[src/rtl/urxef_pkg.sv]
// shared types and constants for the uart receive ring with error counters
`timescale 1ns / 1ps

package urxef_pkg;

    localparam int FUNC_W   = 2;
    localparam int WORD_W   = 12;
    localparam int STICKY_W = 4;
    localparam int BYTE_W   = 8;
    localparam int FLAG_W   = 4;
    localparam int FILL_W   = 9;
    localparam int CNT_W    = 32;

    // flag bit positions, same layout for word flags and sticky status
    localparam int FLG_FRAMING = 0;
    localparam int FLG_PARITY  = 1;
    localparam int FLG_BREAK   = 2;
    localparam int FLG_OVERRUN = 3;

    localparam logic [FLAG_W-1:0] FLG_CORRUPT_MASK = 4'b0111;

    // apb register map
    localparam int   PADDR_W       = 3;
    localparam int   PDATA_W       = 32;
    localparam logic REG_RX_ENABLE = 1'b0;

    typedef enum logic [FUNC_W-1:0] {
        FUNC_WORD    = 2'd0,
        FUNC_DRAIN   = 2'd1,
        FUNC_READ    = 2'd2,
        FUNC_RESTART = 2'd3
    } t_func;

    typedef enum logic [2:0] {
        OP_NOP     = 3'd0,
        OP_PUSH    = 3'd1,
        OP_DRAIN   = 3'd2,
        OP_READ    = 3'd3,
        OP_RESTART = 3'd4
    } t_op;

    typedef struct packed {
        t_op               op;
        logic [FLAG_W-1:0] flags;
        logic [BYTE_W-1:0] data;
    } t_cmd;

    localparam int QUEUE_DEPTH = 2;

endpackage

[src/rtl/urxef_front.sv]
// front end: apb enable register and classification of incoming words
`timescale 1ns / 1ps

module urxef_front
    import urxef_pkg::*;
(
    input  logic                i_clk,
    input  logic                i_rst_n,
    input  logic                psel,
    input  logic                penable,
    input  logic                pwrite,
    input  logic [PADDR_W-1:0]  paddr,
    input  logic [PDATA_W-1:0]  pwdata,
    output logic [PDATA_W-1:0]  prdata,
    input  logic [FUNC_W-1:0]   i_func,
    input  logic [WORD_W-1:0]   i_data_word,
    input  logic [STICKY_W-1:0] i_sticky_status,
    output t_cmd                o_cmd
);

    logic r_rx_enable;
    logic n_rx_enable;
    logic reg_sel;

    assign reg_sel = (paddr[PADDR_W-1] == REG_RX_ENABLE);

    always_comb begin
        n_rx_enable = r_rx_enable;
        if (psel && penable && pwrite && reg_sel) begin
            n_rx_enable = pwdata[0];
        end
    end

    always_ff @(posedge i_clk) begin
        if (!i_rst_n) begin
            r_rx_enable <= 1'b0;
        end else begin
            r_rx_enable <= n_rx_enable;
        end
    end

    assign prdata = reg_sel ? {{(PDATA_W-1){1'b0}}, r_rx_enable} : '0;

    always_comb begin
        o_cmd.data  = i_data_word[BYTE_W-1:0];
        o_cmd.flags = i_data_word[WORD_W-1:BYTE_W];
        o_cmd.op    = OP_NOP;
        unique case (t_func'(i_func))
            FUNC_WORD: begin
                o_cmd.op = r_rx_enable ? OP_PUSH : OP_NOP;
            end
            FUNC_DRAIN: begin
                o_cmd.op    = r_rx_enable ? OP_DRAIN : OP_NOP;
                o_cmd.flags = i_sticky_status;
            end
            FUNC_READ: begin
                o_cmd.op = r_rx_enable ? OP_READ : OP_NOP;
            end
            FUNC_RESTART: begin
                o_cmd.op = OP_RESTART;
            end
            default: begin
                o_cmd.op = OP_NOP;
            end
        endcase
    end

endmodule

[src/rtl/urxef_queue.sv]
// two-entry command queue between front and back
`timescale 1ns / 1ps

module urxef_queue
    import urxef_pkg::*;
(
    input  logic i_clk,
    input  logic i_rst_n,
    input  logic i_push,
    input  t_cmd i_cmd,
    output logic o_full,
    input  logic i_pop,
    output logic o_valid,
    output t_cmd o_cmd
);

    localparam int PTR_W = $clog2(QUEUE_DEPTH);
    localparam int CNT_QW = $clog2(QUEUE_DEPTH + 1);

    t_cmd              r_slot [QUEUE_DEPTH];
    logic [PTR_W-1:0]  r_wr_ptr;
    logic [PTR_W-1:0]  r_rd_ptr;
    logic [CNT_QW-1:0] r_count;
    logic              do_push;
    logic              do_pop;

    assign o_full  = (r_count == CNT_QW'(QUEUE_DEPTH));
    assign o_valid = (r_count != '0);
    assign o_cmd   = r_slot[r_rd_ptr];
    assign do_push = i_push && !o_full;
    assign do_pop  = i_pop && o_valid;

    always_ff @(posedge i_clk) begin
        if (do_push) begin
            r_slot[r_wr_ptr] <= i_cmd;
        end
    end

    always_ff @(posedge i_clk) begin
        if (!i_rst_n) begin
            r_wr_ptr <= '0;
            r_rd_ptr <= '0;
            r_count  <= '0;
        end else begin
            if (do_push) begin
                r_wr_ptr <= (r_wr_ptr == PTR_W'(QUEUE_DEPTH - 1)) ? '0 : r_wr_ptr + 1'b1;
            end
            if (do_pop) begin
                r_rd_ptr <= (r_rd_ptr == PTR_W'(QUEUE_DEPTH - 1)) ? '0 : r_rd_ptr + 1'b1;
            end
            case ({do_push, do_pop})
                2'b10:   r_count <= r_count + 1'b1;
                2'b01:   r_count <= r_count - 1'b1;
                default: r_count <= r_count;
            endcase
        end
    end

endmodule

[src/rtl/urxef_back.sv]
// back end: ring memory, indices, error counters and result register
`timescale 1ns / 1ps

module urxef_back
    import urxef_pkg::*;
#(
    parameter int RING_DEPTH = 512
) (
    input  logic              i_clk,
    input  logic              i_rst_n,
    input  logic              i_cmd_valid,
    input  t_cmd              i_cmd,
    output logic              o_cmd_pop,
    output logic              o_out_valid,
    input  logic              i_out_ready,
    output logic [BYTE_W-1:0] o_read_byte,
    output logic              o_read_valid,
    output logic [FILL_W-1:0] o_fill_count,
    output logic              o_clear_errors,
    output logic [CNT_W-1:0]  o_overrun_count,
    output logic [CNT_W-1:0]  o_break_count,
    output logic [CNT_W-1:0]  o_parity_count,
    output logic [CNT_W-1:0]  o_framing_count,
    output logic [CNT_W-1:0]  o_overflow_count
);

    localparam int IW = $clog2(RING_DEPTH);
    localparam int FW = (IW > FILL_W) ? IW : FILL_W;
    localparam logic [IW:0] DEPTH_C = (IW+1)'(RING_DEPTH);
    localparam logic [IW-1:0] LAST_IDX = IW'(RING_DEPTH - 1);

    logic [BYTE_W-1:0] r_ring [RING_DEPTH];
    logic [BYTE_W-1:0] r_mem_q;

    logic [IW-1:0]     r_wr_idx, n_wr_idx;
    logic [IW-1:0]     r_rd_idx, n_rd_idx;
    logic [FLAG_W-1:0] r_seen, n_seen;
    logic [CNT_W-1:0]  r_overrun, n_overrun;
    logic [CNT_W-1:0]  r_break, n_break;
    logic [CNT_W-1:0]  r_parity, n_parity;
    logic [CNT_W-1:0]  r_framing, n_framing;
    logic [CNT_W-1:0]  r_overflow, n_overflow;
    logic              r_out_valid, n_out_valid;
    logic              r_out_rvalid, n_out_rvalid;
    logic              r_out_clr, n_out_clr;

    logic              do_exec;
    logic              mem_we;
    logic              mem_re;
    logic [FLAG_W-1:0] cnt_flags;
    logic [IW-1:0]     wr_next;
    logic [IW-1:0]     rd_next;
    logic              ring_empty;
    logic [IW:0]       diff;
    logic [IW-1:0]     fill;
    logic [FW-1:0]     fill_ext;

    assign do_exec    = i_cmd_valid && (!r_out_valid || i_out_ready);
    assign o_cmd_pop  = do_exec;
    assign wr_next    = (r_wr_idx == LAST_IDX) ? '0 : r_wr_idx + 1'b1;
    assign rd_next    = (r_rd_idx == LAST_IDX) ? '0 : r_rd_idx + 1'b1;
    assign ring_empty = (r_wr_idx == r_rd_idx);

    always_comb begin
        n_wr_idx     = r_wr_idx;
        n_rd_idx     = r_rd_idx;
        n_seen       = r_seen;
        n_overflow   = r_overflow;
        n_out_rvalid = 1'b0;
        n_out_clr    = 1'b0;
        cnt_flags    = '0;
        mem_we       = 1'b0;
        mem_re       = 1'b0;
        n_out_valid  = r_out_valid && !i_out_ready;
        if (do_exec) begin
            n_out_valid = 1'b1;
            case (i_cmd.op)
                OP_PUSH: begin
                    cnt_flags = i_cmd.flags;
                    n_seen    = r_seen | i_cmd.flags;
                    if ((i_cmd.flags & FLG_CORRUPT_MASK) == '0) begin
                        if (wr_next == r_rd_idx) begin
                            n_overflow = r_overflow + 1'b1;
                        end else begin
                            mem_we   = 1'b1;
                            n_wr_idx = wr_next;
                        end
                    end
                end
                OP_DRAIN: begin
                    cnt_flags = i_cmd.flags & ~r_seen;
                    n_out_clr = ((i_cmd.flags | r_seen) != '0);
                    n_seen    = '0;
                end
                OP_READ: begin
                    if (!ring_empty) begin
                        mem_re       = 1'b1;
                        n_out_rvalid = 1'b1;
                        n_rd_idx     = rd_next;
                    end
                end
                OP_RESTART: begin
                    n_wr_idx   = '0;
                    n_rd_idx   = '0;
                    n_seen     = '0;
                    n_overflow = '0;
                end
                default: begin
                end
            endcase
        end
    end

    // restart wins over counting, and cnt_flags is zero for it anyway
    always_comb begin
        n_overrun = r_overrun + CNT_W'(cnt_flags[FLG_OVERRUN]);
        n_break   = r_break   + CNT_W'(cnt_flags[FLG_BREAK]);
        n_parity  = r_parity  + CNT_W'(cnt_flags[FLG_PARITY]);
        n_framing = r_framing + CNT_W'(cnt_flags[FLG_FRAMING]);
        if (do_exec && i_cmd.op == OP_RESTART) begin
            n_overrun = '0;
            n_break   = '0;
            n_parity  = '0;
            n_framing = '0;
        end
    end

    always_ff @(posedge i_clk) begin
        if (mem_we) begin
            r_ring[r_wr_idx] <= i_cmd.data;
        end
        if (mem_re) begin
            r_mem_q <= r_ring[r_rd_idx];
        end
    end

    always_ff @(posedge i_clk) begin
        if (!i_rst_n) begin
            r_wr_idx     <= '0;
            r_rd_idx     <= '0;
            r_seen       <= '0;
            r_overrun    <= '0;
            r_break      <= '0;
            r_parity     <= '0;
            r_framing    <= '0;
            r_overflow   <= '0;
            r_out_valid  <= 1'b0;
            r_out_rvalid <= 1'b0;
            r_out_clr    <= 1'b0;
        end else begin
            r_wr_idx    <= n_wr_idx;
            r_rd_idx    <= n_rd_idx;
            r_seen      <= n_seen;
            r_overrun   <= n_overrun;
            r_break     <= n_break;
            r_parity    <= n_parity;
            r_framing   <= n_framing;
            r_overflow  <= n_overflow;
            r_out_valid <= n_out_valid;
            if (do_exec) begin
                r_out_rvalid <= n_out_rvalid;
                r_out_clr    <= n_out_clr;
            end
        end
    end

    // fill from live indices, which only move when a new result is loaded
    assign diff     = {1'b0, r_wr_idx} - {1'b0, r_rd_idx};
    assign fill     = diff[IW] ? IW'(diff + DEPTH_C) : diff[IW-1:0];
    assign fill_ext = FW'(fill);

    assign o_out_valid      = r_out_valid;
    assign o_read_valid     = r_out_rvalid;
    assign o_read_byte      = r_out_rvalid ? r_mem_q : '0;
    assign o_fill_count     = fill_ext[FILL_W-1:0];
    assign o_clear_errors   = r_out_clr;
    assign o_overrun_count  = r_overrun;
    assign o_break_count    = r_break;
    assign o_parity_count   = r_parity;
    assign o_framing_count  = r_framing;
    assign o_overflow_count = r_overflow;

endmodule

[src/rtl/uart_rx_error_filter_ring.sv]
// top level of the uart receive ring with error counters
// usage:
//   input words (func, data word, sticky status) enter on i_in_valid / o_in_ready
//   and each gives one result word on o_out_valid / i_out_ready.
//   the front decodes the word against the enable register and drops it into a
//   two-entry command queue; the back executes one command per cycle against the
//   ring memory (one port, read or write) and the error counters.
//   the result word passes through a queue slot, then the result register;
//   sustained rate one word per cycle while the result side keeps taking.
//   a stalled result holds in the output register; the queue keeps accepting until
//   its two entries are full, then o_in_ready drops.
//   apb: register 0 (address 0) is receive enable, reset 0; pready is always high.
//   reset clears indices, counters, queue and result state; the ring memory needs
//   no clearing since only written entries are ever read.
`timescale 1ns / 1ps

module uart_rx_error_filter_ring
    import urxef_pkg::*;
#(
    parameter int RING_DEPTH = 512
) (
    input  logic                i_clk,
    input  logic                i_rst_n,
    input  logic                psel,
    input  logic                penable,
    input  logic                pwrite,
    input  logic [PADDR_W-1:0]  paddr,
    input  logic [PDATA_W-1:0]  pwdata,
    output logic [PDATA_W-1:0]  prdata,
    output logic                pready,
    input  logic                i_in_valid,
    output logic                o_in_ready,
    input  logic [FUNC_W-1:0]   i_func,
    input  logic [WORD_W-1:0]   i_data_word,
    input  logic [STICKY_W-1:0] i_sticky_status,
    output logic                o_out_valid,
    input  logic                i_out_ready,
    output logic [BYTE_W-1:0]   o_read_byte,
    output logic                o_read_valid,
    output logic [FILL_W-1:0]   o_fill_count,
    output logic                o_clear_errors,
    output logic [CNT_W-1:0]    o_overrun_count,
    output logic [CNT_W-1:0]    o_break_count,
    output logic [CNT_W-1:0]    o_parity_count,
    output logic [CNT_W-1:0]    o_framing_count,
    output logic [CNT_W-1:0]    o_overflow_count
);

    t_cmd front_cmd;
    t_cmd queue_cmd;
    logic queue_full;
    logic queue_valid;
    logic queue_pop;

    assign pready     = 1'b1;
    assign o_in_ready = !queue_full;

    urxef_front u_front (
        .i_clk           (i_clk),
        .i_rst_n         (i_rst_n),
        .psel            (psel),
        .penable         (penable),
        .pwrite          (pwrite),
        .paddr           (paddr),
        .pwdata          (pwdata),
        .prdata          (prdata),
        .i_func          (i_func),
        .i_data_word     (i_data_word),
        .i_sticky_status (i_sticky_status),
        .o_cmd           (front_cmd)
    );

    urxef_queue u_queue (
        .i_clk   (i_clk),
        .i_rst_n (i_rst_n),
        .i_push  (i_in_valid),
        .i_cmd   (front_cmd),
        .o_full  (queue_full),
        .i_pop   (queue_pop),
        .o_valid (queue_valid),
        .o_cmd   (queue_cmd)
    );

    urxef_back #(
        .RING_DEPTH (RING_DEPTH)
    ) u_back (
        .i_clk            (i_clk),
        .i_rst_n          (i_rst_n),
        .i_cmd_valid      (queue_valid),
        .i_cmd            (queue_cmd),
        .o_cmd_pop        (queue_pop),
        .o_out_valid      (o_out_valid),
        .i_out_ready      (i_out_ready),
        .o_read_byte      (o_read_byte),
        .o_read_valid     (o_read_valid),
        .o_fill_count     (o_fill_count),
        .o_clear_errors   (o_clear_errors),
        .o_overrun_count  (o_overrun_count),
        .o_break_count    (o_break_count),
        .o_parity_count   (o_parity_count),
        .o_framing_count  (o_framing_count),
        .o_overflow_count (o_overflow_count)
    );

endmodule

[config.mk]
export PLATFORM = sky130hd
export DESIGN_NAME = uart_rx_error_filter_ring
export DESIGN_NICKNAME = d
export VERILOG_FILES = /design/src/rtl/urxef_pkg.sv /design/src/rtl/urxef_front.sv /design/src/rtl/urxef_queue.sv /design/src/rtl/urxef_back.sv /design/src/rtl/uart_rx_error_filter_ring.sv
export SDC_FILE = /design/constraint.sdc
export NUM_CORES = 2
export LEC_CHECK = 0
export BUFFER_PORTS_ARGS = -buffer_cell sky130_fd_sc_hd__buf_2
export CAP_MARGIN = 0
export CELL_PAD_IN_SITES_DETAIL_PLACEMENT = 2
export CELL_PAD_IN_SITES_GLOBAL_PLACEMENT = 2
export CORE_MARGIN = 3
export CORE_UTILIZATION = 40
export DETAILED_ROUTE_END_ITERATION = 8
export PLACE_DENSITY_LB_ADDON = 0.1
export SLEW_MARGIN = 0
export SYNTH_ARGS = -nofsm -noshare
export SYNTH_HDL_FRONTEND = slang
export SYNTH_MEMORY_MAX_BITS = 65536
export SYNTH_SLANG_ARGS = --single-unit
[constraint.sdc]
create_clock -name i_clk -period 6.6 [get_ports i_clk]
set_clock_uncertainty 0.2 [all_clocks]
set_input_delay 0.66 -clock i_clk [delete_from_list [all_inputs] [get_ports i_clk]]
set_output_delay 0.66 -clock i_clk [all_outputs]
set_load 0.02 [all_outputs]
==> summary.md <==
| Metric | Value |
|---|---|
| Hold/Removal Path Class | in -> reg |
| Vias in the first global route | 92541 |
| Layout cells sized above 1 | 0.255 |
| Final core occ | 0.459 |
| Slew @ Worst Pin | 1.28 ns |
| Status | finished clean |
| Inserted Clock Buffers | 464 |
| DR iter-0 viols | 9233 |
| Core area | 422000 µm² |
| Post-CTS Setup Bufs | 0 |
| Max Slew Vio Count | 0 |
| Netlist cell types | 84 |
| WP data arrival | 6.17 ns |
| Slowest cell on crit path | nor2_1 |
| Worst EP required | 7.00 ns |
| Rows | 238 |
| DP HPWL | 326000 µm |
| Seq/Total Area, Yosys | 0.752 |
| Die X | 658 µm |
| Total grt overflow | 0 |
| Ys async rst share | 0 |
| Critical path capture point type | flip-flop |
| Cell Chain, Critical Path | ha_1 > nand3_2 > nor3_1 > ha_1 > nor3_1 > a221oi_1 > a2111oi_4 > o211ai_2 > and4_1 > nand3_4 > buf_12 > nor2_1 |
| CTS sink count | 4325 |
| Synth warn | 0 |
| Reg-to-reg slack, setup | 0.83 ns |
| Worst setup path start | u_back.r_wr_idx[0] |
| Initial antenna violation count | 31 |
| First-pass GRT wire length | 742000 µm |
| Area leader, netlist | edfxtp_1 |
| RSZ-0062 raised after global routing | false |
| Drt drc | 0 |
| Die area | 434000 µm² |
| Hold path endpoint | u_back.o_out_valid |
| Number of synthesized flops with an enable pin | 4134 |
| Post-route ant nets | 0 |
| Gate Count Post-Synth | 8342 |
| Vias | 85887 |
| FF+latch count, synth | 4325 |
| Root Driver | clkbuf_16 |
| Finished Cell Area | 194000 µm² |
| Area post-placement | 178000 µm² |
| Final setup fails | 0 |
| Drt first pass iters | 5 |
| Hold path cells | 3 |
| CP startpoint kind | flip-flop |
| GPL Wtd Cong | 0.789 |
| Fin Setup TNS | 0 ns |
| Maximum Capacitance Violations | 0 |
| Peak supply drop | 0.241 mV |
| Routed wire length | 520000 µm |
| Largest net degree at the start of global routing | 185 |
| Post-synth top flop | edfxtp_1 |
| Syn-to-layout area delta | 13.7% |
| Minimum clock period | 5.77 ns |
| H-Tree Depth | 5 |
| PortBufs | 208 |
| Deepest clock path buffer count | 4 |
| FF-to-FF End | u_back.r_ring[278][2] |
| Number of vias per cell | 5.77 |
| Synthesized cell area | 170000 µm² |
| Tcrit/Tclk final | 0.875 |
| Die height | 658 µm |
| Delay of the slowest critical-path stage | 0.84 ns |
| Reg2reg path depth | 12 |
| Top cell type's share of synthesized area | 0.729 |
| Relative slew slack | 0.146 |
| WS Path Type | reg -> reg |
| Power Dens Cells | 334 nW/µm² |
| Syn Area/Cell | 20.4 µm² |
| F_max | 0.173 GHz |
| Total GRT Usage | 0.239 |
| Worst Hold Launch | i_rst_n |
| CTS tree | yes |
| # nets final | 8913 |
| IO Count | 274 |
| Initial core utilization | 0.403 |
| Clk slew on worst S/H paths | 0.06 ns |
| Maximum net fanout on the critical path | 87 |
| Endpoints failing hold | 0 |
| DR WL/cell | 34.9 µm |
| Clk_lat worst skew | 0.98 ns |
| Pleak | 59.4 nW |
| FF-to-FF Start | u_back.r_wr_idx[0] |
| Synth top area cells | edfxtp_1 (73%), mux4_2 (15%), dfxtp_1 (2.2%) |
==> cells by family (layout without fill, tap and decap cells) <==
logic type                 count (synthesis)  count (layout)  share of synthesized area
DFF                                     4325            4325                      0.752
muxes                                   1344            1344                      0.164
xor gates and xnor gates                 148             148                    0.00761
other                                      2              64                  0.0000441
adders and majority gates                 26              26                    0.00195
AOI/OAI and AO/OA                        365             365                     0.0155
buffers and inverters                    523            1370                     0.0182
and+or+nand+nor                         1609            1609                     0.0411
==> worst max path at each step <==
stage | to | slack [ns] | cells past startpoint
2_1_floorplan | u_back.r_ring[0][0] | 0.86 | 3
3_3_place_gp | u_back.r_ring[273][5] | 1.02 | 12
3_5_place_dp | u_back.r_ring[95][3] | 0.91 | 12
4_1_cts | u_back.r_ring[27][0] | 0.89 | 12
5_1_grt | u_back.r_ring[150][2] | 0.50 | 12
6_report | u_back.r_ring[278][2] | 0.83 | 12
==> cell usage after synthesis (all sizes together) (43+ instances only) <==
master,n
a21oi,63
and2,43
and3,64
buf,409
clkbuf,88
dfxtp,191
edfxtp,4134
mux2i,168
mux4,1154
nand2,450
nand3,109
nand4,49
nor2,732
nor3,52
o21ai,55
xnor2,66
xor2,82
==> cell usage in the layout, fill, tap and decap left out, drive strengths merged, types with 34 or more instances in the layout <==
| cell | synthesis | layout |
|---|---|---|
| inv | 25 | 34 |
| xor2 | 82 | 82 |
| a21oi | 63 | 63 |
| nand4 | 49 | 49 |
| dfxtp | 191 | 191 |
| mux2i | 168 | 168 |
| xnor2 | 66 | 66 |
| edfxtp | 4134 | 4134 |
| nor2 | 732 | 732 |
| and2 | 43 | 43 |
| o21ai | 55 | 55 |
| nand2 | 450 | 450 |
| bufinv | 0 | 41 |
| clkinv | 1 | 228 |
| nand3 | 109 | 109 |
| and3 | 64 | 64 |
| mux4 | 1154 | 1154 |
| clkbuf | 88 | 563 |
| buf | 409 | 464 |
| nor3 | 52 | 52 |
==> cell type report <==
cell class / instances / area, µm²
well taps: 5640 / 7060
repair buffers: 486 / 3960
clock inverters: 295 / 2650
diodes: 32 / 80.1
multi-input cells: 3524 / 39600
inverters: 26 / 118
flip-flops and latches: 4325 / 128000
clock buffers: 563 / 12100
fillers: 37906 / 228000
==> layer usage <==
| metal | global-route usage | vias up | part of all wire |
|---|---|---|---|
| li1 | - | 35128 | - |
| met1 | 0.339 | 47353 | 0.43 |
| met2 | 0.394 | 2756 | 0.49 |
| met3 | 0.0309 | 644 | 0.057 |
| met4 | 0.0590 | 6 | 0.025 |
| met5 | 0 | - | 0.000079 |
==> report_power, final <==
group	switching (mW)	leakage, nW	internal, mW
registers	0.0797	38.7	32.2
logic	4.66	13.5	2.13
clock network	11.1	7.20	14.6
total	15.8	59.4	48.9
==> registers in the layout, indices dropped and copies added (netlist names), 2 cells and up, named ones only <==
| name | count |
|---|---|
| u_queue.r_count | 2 |
| u_back.r_wr_idx | 9 |
| u_back.o_framing_count | 32 |
| u_queue.r_slot | 30 |
| u_back.r_rd_idx | 9 |
| u_back.r_seen | 4 |
| u_back.o_break_count | 32 |
| u_back.r_ring | 4096 |
| u_back.o_overflow_count | 32 |
| u_back.r_mem_q | 8 |
| u_back.o_overrun_count | 32 |
| u_back.o_parity_count | 32 |
==> worst max-delay path, delay by kind of cell (launching register included) <==
family | cells | cell delay [ns]
AND/OR/NAND/NOR | 6 | 2.36
adder cells (fa/ha/maj) | 2 | 0.93
AO/OA/AOI/OAI | 3 | 0.76
flip-flops | 1 | 0.49
buffers and inverters | 1 | 0.41
==> through the flow <==
stage                     worst slack (ns)  hold WS, ns  std cells  power [mW]
final                                0.828        0.102      14891        64.7
after CTS                            0.895       0.0123      14859        65.5
after global placement                1.02        0.264      13979        39.4
after detailed placement             0.906        0.273      13979        39.8
after floorplan                      0.862        0.254       8372        37.3
after global routing                 0.500       0.0691      14862        66.9
==> timing repair <==
item / 4_1_cts / 5_1_grt
hold buffers: 22 / 0
gates resized for setup: 0 / 0
endpoints found under the hold margin: 33 / 0
Note: power is estimated with default switching activity, not from simulation.
